## src/design/vdi_pkg.sv

```systemverilog
// Shared types, constants and hash helpers for the vertex dedup indexer.
package vdi_pkg;

   // Default sizes of the vertex store and the bucket table
   localparam int TABLE_DEPTH_DEF  = 4096;
   localparam int BUCKET_COUNT_DEF = 8192;

   // Result index width and coordinate width
   localparam int RSP_INDEX_W = 12;
   localparam int COORD_W     = 32;

   // Vertices per triangle
   localparam int VERTS_PER_TRI = 3;

   // Queue between front and back
   localparam int FIFO_DEPTH = 8;

   // Mesh generation tag kept with every bucket entry
   localparam int EPOCH_W = 8;

   // Hash constants
   localparam logic [31:0] HASH_SEED = 32'h811C_9DC5;
   localparam logic [31:0] HASH_MULT = 32'h9E37_79B1;

   // Coordinate triple as stored and compared
   typedef struct packed {
      logic [COORD_W-1:0] x;
      logic [COORD_W-1:0] y;
      logic [COORD_W-1:0] z;
   } key_type;

   // Per-item mesh control flags
   typedef struct packed {
      logic start_new_mesh;
      logic end_of_mesh;
   } mesh_flags_type;

   // Status from the back engine to the top level
   typedef struct packed {
      logic pop;
      logic clearing;
   } back_status_type;

   // Fold -0 onto +0
   function automatic logic [31:0] canon_zero(input logic [31:0] v);
      return (v[30:0] == 31'd0) ? 32'd0 : v;
   endfunction

   // Xor-shift step that follows each hash multiply
   function automatic logic [31:0] hash_mix(input logic [31:0] p);
      return p ^ (p >> 15);
   endfunction

endpackage

```

## src/design/vdi_front.sv

```systemverilog
// Front end: takes vertices, folds signed zeros and computes the home bucket.
module vdi_front #(
   parameter int  BUCKET_COUNT = vdi_pkg::BUCKET_COUNT_DEF,
   localparam int BW           = $clog2(BUCKET_COUNT)
) (
   input  logic                    clock,
   input  logic                    reset,
   input  logic                    accept,
   input  vdi_pkg::mesh_flags_type in_flags,
   input  vdi_pkg::key_type        in_key,
   output logic                    push,
   output vdi_pkg::mesh_flags_type out_flags,
   output vdi_pkg::key_type        out_key,
   output logic [BW-1:0]           out_home
);
   import vdi_pkg::*;

   localparam int          STAGES  = 5;
   localparam logic [63:0] RECIP64 = (64'd1 << 32) / 64'(BUCKET_COUNT);
   localparam logic [31:0] RECIP   = RECIP64[31:0];
   localparam logic [31:0] BCNT    = 32'(BUCKET_COUNT);

   logic           [STAGES-1:0] valid_ff;
   key_type                     key_ff   [STAGES];
   mesh_flags_type              flags_ff [STAGES];

   key_type     key_in;
   logic [31:0] p1_in, p1_ff;
   logic [31:0] p2_in, p2_ff;
   logic [31:0] p3_in, p3_ff;
   logic [31:0] h4_in, h4_ff, h5_ff;
   logic [63:0] qprod;
   logic [31:0] q4_ff;
   logic [31:0] qb_in, qb5_ff;
   logic [31:0] rem;
   logic [31:0] home_full;

   // Fold signed zeros at the input
   always_comb begin
      key_in.x = canon_zero(in_key.x);
      key_in.y = canon_zero(in_key.y);
      key_in.z = canon_zero(in_key.z);
   end

   // Hash rounds, one multiply per stage
   assign p1_in = (HASH_SEED ^ key_in.x) * HASH_MULT;
   assign p2_in = (hash_mix(p1_ff) ^ key_ff[0].y) * HASH_MULT;
   assign p3_in = (hash_mix(p2_ff) ^ key_ff[1].z) * HASH_MULT;

   // Bucket reduction: reciprocal estimate, back-multiply, one correction
   assign h4_in = hash_mix(p3_ff);
   assign qprod = {32'd0, h4_in} * {32'd0, RECIP};
   assign qb_in = q4_ff * BCNT;
   assign rem   = h5_ff - qb5_ff;
   assign home_full = (rem >= BCNT) ? (rem - BCNT) : rem;

   // Advance the valid chain
   always_ff @(posedge clock) begin
      if (reset) begin
         valid_ff <= '0;
      end else begin
         valid_ff <= {valid_ff[STAGES-2:0], accept};
      end
   end

   // Advance the payload
   always_ff @(posedge clock) begin
      key_ff[0]   <= key_in;
      flags_ff[0] <= in_flags;
      for (int i = 1; i < STAGES; i++) begin
         key_ff[i]   <= key_ff[i-1];
         flags_ff[i] <= flags_ff[i-1];
      end
      p1_ff  <= p1_in;
      p2_ff  <= p2_in;
      p3_ff  <= p3_in;
      h4_ff  <= h4_in;
      q4_ff  <= qprod[63:32];
      h5_ff  <= h4_ff;
      qb5_ff <= qb_in;
   end

   assign push      = valid_ff[STAGES-1];
   assign out_flags = flags_ff[STAGES-1];
   assign out_key   = key_ff[STAGES-1];
   assign out_home  = home_full[BW-1:0];

endmodule

```

## config.mk

```make
export PLATFORM = sky130hd
export DESIGN_NAME = vdi_front
export DESIGN_NICKNAME = d
export VERILOG_FILES = /design/src/design/vdi_pkg.sv /design/src/design/vdi_front.sv
export SDC_FILE = /design/constraint.sdc
export NUM_CORES = 2
export LEC_CHECK = 0
export BUFFER_PORTS_ARGS = -buffer_cell sky130_fd_sc_hd__buf_2
export CAP_MARGIN = 20
export CORE_MARGIN = 1.5
export CORE_UTILIZATION = 30
export CTS_CLUSTER_DIAMETER = 50
export DETAILED_ROUTE_END_ITERATION = 7
export GPL_TIMING_DRIVEN = 0
export PLACE_DENSITY = 0.47
export SYNTH_ARGS = -nofsm -noshare
export SYNTH_HDL_FRONTEND = slang
export SYNTH_SLANG_ARGS = --single-unit
```

## constraint.sdc

```tcl
create_clock -name clock -period 16.8 [get_ports clock]
set_input_delay 0.84 -clock clock [delete_from_list [all_inputs] [get_ports clock]]
set_output_delay 0.84 -clock clock [all_outputs]
set_load 0.005 [all_outputs]
```

==> impl_metrics.ini <==
[run_status]
status = complete, no violations

[cts]
cts_buffers = 77
cts_setup_buffers = 0
cts_tree = yes
cts_resized = 0
holdBufCountCts = 0
cts_htree_levels = 3
cts-root-buf = clkbuf_16
clk_pin_slew_ns = 0.06
insertion_delay_ns = 0.71
cts_sinks = 609
clockBufferDepth = 3

[logic_synthesis]
netlist_area_um2 = 38500
synth_area_leader_cell = dfxtp_1
netlist_instances = 3339
syn_nets = 4521
synthTopCellsByArea = dfxtp_1 32%, fa_1 29%, ha_1 17%, inv_1 8.5%, xnor2_1 4.4%
yosysTopAreaCellShare_pct = 31.7
yosysSeqAreaShare_pct = 31.7
ys_types = 55
synth.avg_cell_area_um2 = 11.5
synth-edff-count = 0
synth_top_flop_cell = dfxtp_1
yosys_register_bits = 609
async_flop_share_pct = 0
yosysWarnings = 0

[detailed_routing]
vias = 21700
dr.first_iter.drc_count = 725
routed_via_density = 4.03
first_pass_iters = 4
wirelength_um = 95200
antenna_left = 0
wl_per_cell_um = 17.7
drc = 0

[job]
cap_violations = 0

[critical_path]
arrival_ns = 9.00
cp.buffers_inverters = 4
startpoint_type = flip-flop
cp_cell_sequence = xnor2_1, xnor2_1, inv_1, fa_1, inv_1, fa_1, fa_1, fa_1, inv_1, fa_1, inv_1, fa_1, fa_1, fa_1, ha_1, a21o_1, a21o_1, a21oi_1, o21ai_0, a21o_1, o31ai_2, o21ai_0, xor2_1
worst_setup_path_end_kind = flip-flop
slowest_stage = xnor2_1
required_ns = 17.34
critPathMaxFanout = 7
cpMostUsedCell = fa_1
crit_type = reg2reg
reg2reg_slack_ns = 8.34
critPathTopFamily = adder cells
max_stage_delay_ns = 0.83

[die]
start_util_pct = 30.2
dieArea_um2 = 131000
num_io_pins = 213
die_w_um = 361
rows = 131
coreArea_um2 = 128000
die_y_um = 361

[sta]
skew_ns = 0.0405
fmax_mhz = 118
fin_crit_sh_pct = 50.3
slew_viol_final = 0
min_period_ns = 8.46
setup-tns-final_ns = 0
hold_viol = 0
tightestPinTransition_ns = 1.09
rsz0062_at_grt = false
relSlewSlack_pct = 27.0
setup_viol = 0

[grt]
met3_usage_pct = 2.56
grt_pass1_vias = 23500
grt_max_degree = 15
antenna_found_initial = 7
use_met2_pct = 24.7
grt-busiest-layer = met2
grt-ovfl-total = 0
grt_pass1_wl_um = 144000
met1_usage_pct = 20.4
grt_usage_pct = 15.1

[placed_design]
dp_hpwl_um = 81700
port_buffers = 210
place_congestion = 0.850

[layout]
multi_input_area_um2 = 22100
area.sequential_um2 = 12200
fill_cells = 12900
area_growth_pct = 16.0
drive_gt1_share_pct = 13.4
num-nets-final = 4834

[hold_path]
hold_path_class = in2reg
flip-flops by register name, summed over array words and instances, names as in the netlist:
register	flops
h4_ff	13
p2_ff	32
valid_ff	5
h5_ff	13
p3_ff	26
key_ff	478
flags_ff	10
p1_ff	32
cells in the mapped netlist, types with 4 or more instances:
library cell,n
nor2b_1,10
a211oi_1,9
buf_4,98
nand3_1,7
ha_1,530
nor4_1,22
xor2_1,69
dfxtp_1,609
and3_1,4
fa_1,551
o21ai_0,31
a31oi_1,11
clkbuf_1,98
nand2_1,29
xnor2_1,194
nand4_1,11
or3_1,4
a21oi_1,47
nand2b_1,9
a21o_1,21
nor2_1,32
inv_1,868
o21a_1,8
nor3_1,10
o21bai_1,11
placed cells by master, fill, tap and decap left out, drive strengths merged, types with 8 or more instances in the layout:
cell type and instances:
a21oi 48, o21a 8, a31oi 11, o21bai 11
nand4 11, a211oi 10, inv 885, nand2b 9
buf 332, xor2 69, fa 551, nor2 32
a21o 24, dfxtp 609, xnor2 194, nor3 10
o21ai 32, clkinv 18, nor4 22, clkbuf 199
ha 530, nor2b 10, nand2 29
metal layers:
metal,routed length (µm),up-vias,part of all wire (%)
met5,0,-,0
met3,3780,100,4.0
met2,44400,346,47
li1,-,10600,-
met1,45000,10700,47
met4,2000,0,2.1
final timing paths:
check	start	endpoint	cells past startpoint
worst min-delay path	in_flags[1]	flags_ff[0][1]	1
worst max-delay path	p1_ff[25]	p2_ff[31]	23
worst max register to register	p1_ff[25]	p2_ff[31]	23
worst min register to register	key_ff[0][167]	key_ff[0][263]	0
kinds of logic (layout without fill, tap and decap cells):
logic type,count (synthesis),count (layout),synth area share [%]
AOI/OAI and AO/OA,164,164,2.81
xor gates and xnor gates,267,267,6.22
adders and majority gates,1082,1082,45.9
buffers and inverters,1064,1442,11.3
DFF,609,609,31.7
muxes,3,3,0.0780
other,0,3,0
and+or+nand+nor,150,150,2.03
per-stage QoR:
step	hold WS (ns)	setup slack [ns]	util, %	area, µm²	std cells
CTS	0.198	8.29	35.0	44700	5379
global route	0.222	8.03	35.0	44700	5379
floorplan	0.310	9.63	-	38500	3339
global placement	0.310	7.85	32.7	41600	5211
detailed placement	0.312	8.32	32.9	42000	5235
finish	0.257	8.34	35.0	44700	5382
cell type report:
cell class / count / area share (%)
buffer: 196 / 2.47
inverter: 868 / 7.29
clock buffer: 101 / 4.80
multi-input combinational: 1666 / 49.4
clock inverter: 43 / 1.19
timing repair buffer: 234 / 2.85
tap: 1662 / 4.65
sequential: 609 / 27.3
antenna: 3 / 0.0168
Power is left out: the tool's default activity adds up to more than one toggle a clock period on the data nets, which glitch-free logic cannot reach.
