==> src/design/vdi_pkg.sv <==
// Shared types, constants and hash helpers for the vertex dedup indexer.
package vdi_pkg;

   // Default sizes of the vertex store and the bucket table
   localparam int TABLE_DEPTH_DEF  = 4096;
   localparam int BUCKET_COUNT_DEF = 8192;

   // Result index width and coordinate width
   localparam int RSP_INDEX_W = 12;
   localparam int COORD_W     = 32;

   // Vertices per triangle
   localparam int VERTS_PER_TRI = 3;

   // Queue between front and back
   localparam int FIFO_DEPTH = 8;

   // Mesh generation tag kept with every bucket entry
   localparam int EPOCH_W = 8;

   // Hash constants
   localparam logic [31:0] HASH_SEED = 32'h811C_9DC5;
   localparam logic [31:0] HASH_MULT = 32'h9E37_79B1;

   // Coordinate triple as stored and compared
   typedef struct packed {
      logic [COORD_W-1:0] x;
      logic [COORD_W-1:0] y;
      logic [COORD_W-1:0] z;
   } key_type;

   // Per-item mesh control flags
   typedef struct packed {
      logic start_new_mesh;
      logic end_of_mesh;
   } mesh_flags_type;

   // Status from the back engine to the top level
   typedef struct packed {
      logic pop;
      logic clearing;
   } back_status_type;

   // Fold -0 onto +0
   function automatic logic [31:0] canon_zero(input logic [31:0] v);
      return (v[30:0] == 31'd0) ? 32'd0 : v;
   endfunction

   // Xor-shift step that follows each hash multiply
   function automatic logic [31:0] hash_mix(input logic [31:0] p);
      return p ^ (p >> 15);
   endfunction

endpackage

==> src/design/vdi_fifo.sv <==
// Short queue of hashed vertices between the front end and the probe engine.
module vdi_fifo #(
   parameter int WIDTH = 8,
   parameter int DEPTH = vdi_pkg::FIFO_DEPTH
) (
   input  logic             clock,
   input  logic             reset,
   input  logic             push,
   input  logic [WIDTH-1:0] push_data,
   input  logic             pop,
   output logic [WIDTH-1:0] head_data,
   output logic             head_valid
);
   localparam int PW = $clog2(DEPTH);
   localparam int CW = $clog2(DEPTH + 1);

   logic [WIDTH-1:0] mem_ff [DEPTH];
   logic [PW-1:0]    wr_ptr_ff, wr_ptr_in;
   logic [PW-1:0]    rd_ptr_ff, rd_ptr_in;
   logic [CW-1:0]    count_ff, count_in;

   // Wrap pointers at the queue depth
   always_comb begin
      wr_ptr_in = wr_ptr_ff;
      rd_ptr_in = rd_ptr_ff;
      if (push) begin
         wr_ptr_in = (wr_ptr_ff == PW'(DEPTH - 1)) ? '0 : wr_ptr_ff + 1'b1;
      end
      if (pop) begin
         rd_ptr_in = (rd_ptr_ff == PW'(DEPTH - 1)) ? '0 : rd_ptr_ff + 1'b1;
      end
      count_in = count_ff + CW'(push) - CW'(pop);
   end

   always_ff @(posedge clock) begin
      if (reset) begin
         wr_ptr_ff <= '0;
         rd_ptr_ff <= '0;
         count_ff  <= '0;
      end else begin
         wr_ptr_ff <= wr_ptr_in;
         rd_ptr_ff <= rd_ptr_in;
         count_ff  <= count_in;
      end
   end

   // Store pushed entries
   always_ff @(posedge clock) begin
      if (push) begin
         mem_ff[wr_ptr_ff] <= push_data;
      end
   end

   assign head_data  = mem_ff[rd_ptr_ff];
   assign head_valid = (count_ff != '0);

endmodule

==> config.mk <==
export PLATFORM = sky130hd
export DESIGN_NAME = vdi_fifo
export DESIGN_NICKNAME = d
export VERILOG_FILES = /design/src/design/vdi_pkg.sv /design/src/design/vdi_fifo.sv
export SDC_FILE = /design/constraint.sdc
export NUM_CORES = 1
export LEC_CHECK = 0
export BUFFER_PORTS_ARGS = -buffer_cell sky130_fd_sc_hd__buf_2
export CORE_UTILIZATION = 55
export DETAILED_ROUTE_END_ITERATION = 8
export GPL_TIMING_DRIVEN = 0
export PLACE_DENSITY_LB_ADDON = 0.08
export SETUP_SLACK_MARGIN = 0.2
export SYNTH_ARGS = -nofsm -noshare
export SYNTH_HDL_FRONTEND = slang
export SYNTH_SLANG_ARGS = --single-unit
==> constraint.sdc <==
create_clock -name clock -period 2.1 [get_ports clock]
set_input_delay 0.315 -clock clock [delete_from_list [all_inputs] [get_ports clock]]
set_output_delay 0.315 -clock clock [all_outputs]
set_load 0.01 [all_outputs]
==> results.py, run 1 <==
metrics = {
    "worst_setup_path": {
        "cp_max_fo": 5,
        "end_kind": "primary output",
        "worst_r2r_endpoint": "mem_ff[6][4]",
        "path_cells": "buf_6, buf_12, buf_12, mux4_2, mux2_4, buf_6",
        "r2r-start": "wr_ptr_ff[2]",
        "cp.required_ps": 1780,
        "path_class": "reg -> out",
        "worst_path_largest_cell_delay_ps": 490,
        "startpoint_type": "flip-flop",
        "r2r_setup_slack_ps": 420,
        "crit_slowest_cell": "mux4_2",
        "crit_arrival_ps": 1910,
        "reg2reg_depth": 2,
    },
    "detailed_routing": {
        "vias": 1559,
        "routed_wl_mm": 5.53,
        "wl_per_cell_um": 20.0,
        "viasPerCell": 5.63,
        "ant_nets": 0,
        "drc": 0,
        "drtPass1Iterations": 4,
        "initialDrtViolationCount": 120,
    },
    "floorplan": {
        "ios": 21,
        "die_h_um": 77.2,
        "row_count": 27,
        "core_um2": 5470,
        "start_util": 0.569,
        "die_x_um": 77.2,
        "die-area_um2": 5970,
    },
    "timing": {
        "max-slew-margin-rel": 0.384,
        "timing.fmax_ghz": 0.449,
        "worst_pin_slew_ps": 919,
        "setup_viol": 8,
        "skew_ps": 6.05,
        "drv_slew": 0,
        "rsz0062_at_grt": "true",
        "period_share": 1.06,
        "fin_ws_ps": -128,
        "setup_tns_ps": -710,
        "finalHoldViolCount": 0,
        "min_period_ps": 2230,
    },
    "synth": {
        "synthMuxAreaShare": 0.169,
        "ys.flop_type": "edfxtp_1",
        "synth_top_family_by_area": "multiplexers",
        "yosys.area.top_type": "edfxtp_1",
        "syn_avg_cell_area_um2": 19.0,
        "synthAdderAreaFrac": 0.0426,
        "synth_xor_area_frac": 0.00281,
        "synth.distinct_cells": 26,
        "synth-simple-area-share": 0.0486,
        "yosysSeqAreaShare": 0.701,
        "synth_compound_area_frac": 0.0125,
        "async_reset_ff_frac": 0,
        "yosysWarningCount": 0,
        "synth.ff_latch_count": 77,
        "yosys.area.top_type_share": 0.617,
        "synth_edf_count": 64,
        "synth.area.top_cells": "edfxtp_1 (62%), mux4_1 (13%), dfxtp_1 (8.4%)",
        "syn_area_um2": 3110,
        "synthCells": 164,
        "synth_nets": 186,
    },
    "clock_tree": {
        "cts_root_buf": "clkbuf_8",
        "cts-buffers-inserted": 9,
        "cts_tree": "yes",
        "clock_latency_ps": 340,
        "cts.htree.levels": 3,
        "cts_max_path_buffers": 2,
        "hold_buffers": 0,
        "clkTransAtPathRegs_ps": 70,
        "clock_sinks": 77,
    },
    "cells_and_area": {
        "fin_util": 0.656,
        "layout.nets": 222,
        "area_growth_pct": 15.3,
        "stdcell_area_um2": 3590,
        "drive_above_1_share": 0.327,
        "num_antenna_cells": 0,
    },
    "pwr": {
        "total_power_mw": 3.18,
        "ir_drop_uv": 506,
        "p_comb_frac": 0.130,
        "p_leak_nw": 1.26,
        "cell_internal_pwr_mw": 2.46,
        "switching_share": 0.225,
        "pwr-share-clk": 0.326,
        "p_sw_mw": 0.716,
        "seqPwrFrac": 0.545,
        "powerDensity_nw_per_um2": 885,
    },
    "global_routing": {
        "antenna_found_initial": 0,
        "grt_pass1_vias": 1678,
        "grt_first_pass_wirelength_mm": 8.70,
        "globalRouteOverflowTotal": 0,
        "grt_max_degree": 13,
        "grt.total_usage": 0.209,
    },
    "run_status": {
        "failed_checks": "negative setup slack",
        "status": "complete, but fails checks",
    },
    "min_path": {
        "hold_path_class": "in -> reg",
        "hold_path.startpoint": "push_data[1]",
        "hold_path_depth": 1,
        "min_to": "mem_ff[6][1]",
    },
    "placement": {
        "hpwlAfterDp_mm": 3.52,
        "port_buffers": 20,
        "gp_congestion": 0.689,
        "place_area_um2": 3310,
    },
    "run": {
        "drv_cap": 0,
    },
}
-- worst max-delay path by stage --
stage	startpoint	to	slack [ps]	cells past startpoint
after global placement	push	mem_ff[1][6]	-30	3
after floorplan	flip-flop	head_data[1]	400	4
after CTS	flip-flop	head_data[1]	-150	6
after detailed placement	flip-flop	head_data[4]	10	5
after global routing	flip-flop	head_data[1]	-180	6
final	flip-flop	head_data[5]	-130	6
-- flip-flops by register name, indices dropped and copies added (netlist names), named ones only --
name,flops
rd_ptr_ff,3
mem_ff,64
wr_ptr_ff,3
count_ff,4
-- layout make-up --
cell class	instances	area, um2
plain buffers	6	55.1
fillers	410	1880
flip-flops and latches	77	2180
well taps	72	90.1
inverters	7	26.3
clock inverters	6	53.8
multi-input cells	74	838
repair buffers	25	218
clock buffers	10	128
-- stage by stage --
stage | hold WS (ps) | std cells | worst slack (ps)
after global placement | 469 | 256 | -34.2
after detailed placement | 486 | 256 | 10.5
after floorplan | 414 | 164 | 404
final | 240 | 277 | -128
after global routing | 239 | 277 | -184
after CTS | 230 | 277 | -147
-- power by group through the flow --
stage	registers (mW)	logic, mW	clock network, mW
floorplan	1.76	0.254	0
global route	1.74	0.455	1.10
global placement	1.76	0.338	0
CTS	1.73	0.414	1.05
finish	1.73	0.413	1.04
detailed placement	1.76	0.361	0
-- cell usage in the layout (no fill, tap or decap), drive strengths merged --
| master | n |
|---|---|
| nor3b | 1 |
| xnor2 | 1 |
| mux2i | 2 |
| nand2b | 6 |
| nor2 | 11 |
| inv | 7 |
| ha | 9 |
| nor3 | 2 |
| clkinvlp | 1 |
| clkbuf | 12 |
| o21ai | 1 |
| dfxtp | 13 |
| edfxtp | 64 |
| nor2b | 3 |
| nand2 | 3 |
| clkinv | 4 |
| fa | 1 |
| bufinv | 1 |
| nand3 | 2 |
| nand3b | 2 |
| a21oi | 5 |
| a31o | 1 |
| buf | 29 |
| mux2 | 8 |
| mux4 | 16 |
-- cell usage after synthesis, drive strengths merged, types with 3 or more instances --
cell type,n
mux2,8
nor2,11
mux4,16
nand2b,6
dfxtp,13
inv,7
buf,4
a21oi,5
ha,9
nor2b,3
edfxtp,64
nand2,3
-- layer usage --
metal / vias up / wire (um) / GRT usage
met5: - / 0 / 0
met3: 13 / 214 / 0.0417
li1: 711 / - / -
met4: 0 / 138 / 0.117
met1: 796 / 2290 / 0.261
met2: 39 / 2890 / 0.342
-- kinds of logic after synthesis --
kind of cell | after synthesis
AOI/OAI and AO/OA | 7
xor gates and xnor gates | 1
adders and majority gates | 10
buffers and inverters | 13
DFF | 77
muxes | 26
and+or+nand+nor | 30
-- repair_timing --
action	CTS	global route
setup endpoints to repair	8	8
gates cloned	1	0
buffers inserted	4	0
resized for setup	27	4
-- critical path, delay by kind of cell, from the launching register on --
kind	cells	cell delay [ps]
muxes	2	770
DFF	1	320
buffers and inverters	4	470
Power figures use the tool's default switching activity.
==> run 2, diff against run 1 <==
CTS_BUF_LIST = sky130_fd_sc_hd__clkbuf_16   (was unset)
==> results.py, run 2 (synthesis gave the netlist of run 1 again) <==
metrics = {
    "global_routing": {
        "antenna_found_initial": 0,
        "globalRouteOverflowTotal": 0,
        "grt.total_usage": 0.212,
        "grt_pass1_vias": 1640,
        "grt_first_pass_wirelength_mm": 8.76,
        "grt_max_degree": 13,
    },
    "floorplan": {
        "start_util": 0.569,
        "ios": 21,
        "core_um2": 5470,
        "die_h_um": 77.2,
        "die_x_um": 77.2,
        "row_count": 27,
        "die-area_um2": 5970,
    },
    "placement": {
        "port_buffers": 20,
        "dp_cells": 256,
        "hpwlAfterDp_mm": 3.52,
        "gp_congestion": 0.689,
    },
    "cells_and_area": {
        "num_antenna_cells": 0,
        "layout_common_cells": "edfxtp_1 (64), mux4_2 (16), buf_6 (12), dfxtp_1 (12), buf_2 (12)",
        "fin_util": 0.669,
        "post_layout_nonfiller_instances": 275,
        "drive_above_1_share": 0.330,
        "largest_register_ffs": 64,
        "top_register": "mem_ff",
        "area_growth_pct": 17.6,
        "final_common_cell": "edfxtp_1",
        "reg_top3": "mem_ff: 64 flops, count_ff: 4 flops",
        "layout.nets": 220,
    },
    "worst_setup_path": {
        "reg2reg_depth": 2,
        "path_class": "reg -> out",
        "r2r_setup_slack_ps": 440,
        "end_kind": "primary output",
        "cp.required_ps": 1780,
        "cp_max_fo": 5,
        "startpoint_type": "flip-flop",
        "crit_arrival_ps": 1830,
        "worst_r2r_endpoint": "mem_ff[6][3]",
        "r2r-start": "wr_ptr_ff[1]",
    },
    "timing": {
        "fin_ws_ps": -41.8,
        "finalHoldViolCount": 0,
        "skew_ps": 4.63,
        "rsz0062_at_grt": "true",
        "setup_viol": 8,
        "setup_tns_ps": -205,
        "drv_slew": 0,
        "min_period_ps": 2140,
        "period_share": 1.02,
        "timing.fmax_ghz": 0.467,
        "max-slew-margin-rel": 0.394,
        "worst_pin_slew_ps": 905,
    },
    "clock_tree": {
        "cts_max_path_buffers": 2,
        "clkTransAtPathRegs_ps": 60,
        "hold_buffers": 0,
        "cts.htree.levels": 3,
        "clock_sinks": 77,
        "clock_latency_ps": 330,
        "cts_tree": "yes",
        "cts_root_buf": "clkbuf_16",
        "cts-buffers-inserted": 9,
    },
    "run": {
        "drv_cap": 0,
    },
    "detailed_routing": {
        "ant_nets": 0,
        "wl_per_cell_um": 20.0,
        "drtPass1Iterations": 4,
        "drc": 0,
        "viasPerCell": 5.58,
        "routed_wl_mm": 5.50,
        "initialDrtViolationCount": 115,
        "vias": 1535,
    },
    "pwr": {
        "p_leak_nw": 1.29,
        "powerDensity_nw_per_um2": 979,
        "ir_drop_uv": 711,
        "total_power_mw": 3.58,
    },
    "min_path": {
        "hold_path.startpoint": "push_data[1]",
        "min_to": "mem_ff[5][1]",
        "hold_path_depth": 1,
        "hold_path_class": "in -> reg",
    },
    "run_status": {
        "failed_checks": "negative setup slack",
        "status": "complete, but fails checks",
    },
}
==> run 2: cell types whose count changed in the layout (fill, tap and decap cells not counted), moves of 2 or more <==
cell / change
clkbuf_16: +9
clkbuf_8: -9
buf_4: -2
buf_6: +2
mux2_2: +2
mux2_4: -2
mux4_1: -2
mux4_2: +2
==> run 2: through the flow <==
stage / cell area, um2 / hold slack, ps / setup WS [ps]
after floorplan: 3110 / 414 / 404
after global placement: 3300 / 469 / -34.2
after detailed placement: 3310 / 486 / 10.5
after CTS: 3650 / 248 / -59.9
after global routing: 3660 / 246 / -99.3
final: 3660 / 255 / -41.8
==> run 2: how the worst max path moves through the flow <==
stage	endpoint
final	head_data[4]
after global routing	head_data[3]
after global placement	mem_ff[1][6]
after CTS	head_data[4]
after floorplan	head_data[1]
after detailed placement	head_data[4]
==> run 2: layer usage <==
metal,track usage,wire (um),share of wire
met2,0.346,2930,0.53
met1,0.266,2180,0.40
met3,0.0690,322,0.059
met5,0,0,0
met4,0.0736,70,0.013
==> run 2: what timing repair did <==
| action | in CTS | in global routing |
|---|---|---|
| hold endpoints to repair | 0 | 0 |
| buffers inserted | 2 | 0 |
| resized for setup | 31 | 2 |
| endpoints found under the setup margin | 8 | 8 |
| cloned | 1 | 0 |
==> run 2: area by class of cell <==
type,instances,area (um2)
flip-flops and latches,77,2180
fillers,397,1810
multi-input cells,74,823
clock buffers,9,225
repair buffers,23,200
well taps,72,90.1
clock inverters,7,57.6
plain buffers,6,55.1
inverters,7,26.3
==> run 2: critical path, stage by stage (launching register included) <==
cell and delay (ps):
dfxtp_2 320, buf_6 130, buf_12 130, mux4_2 510, mux2_4 280, buf_6 120
==> run 2: power by group <==
| part | leakage (nW) | total, mW | switching (mW) | internal (mW) |
|---|---|---|---|---|
| Sequential | 0.689 | 1.73 | 0.0208 | 1.71 |
| Combinational | 0.459 | 0.407 | 0.193 | 0.213 |
| Clock | 0.139 | 1.44 | 0.544 | 0.899 |
| Total | 1.29 | 3.58 | 0.758 | 2.83 |
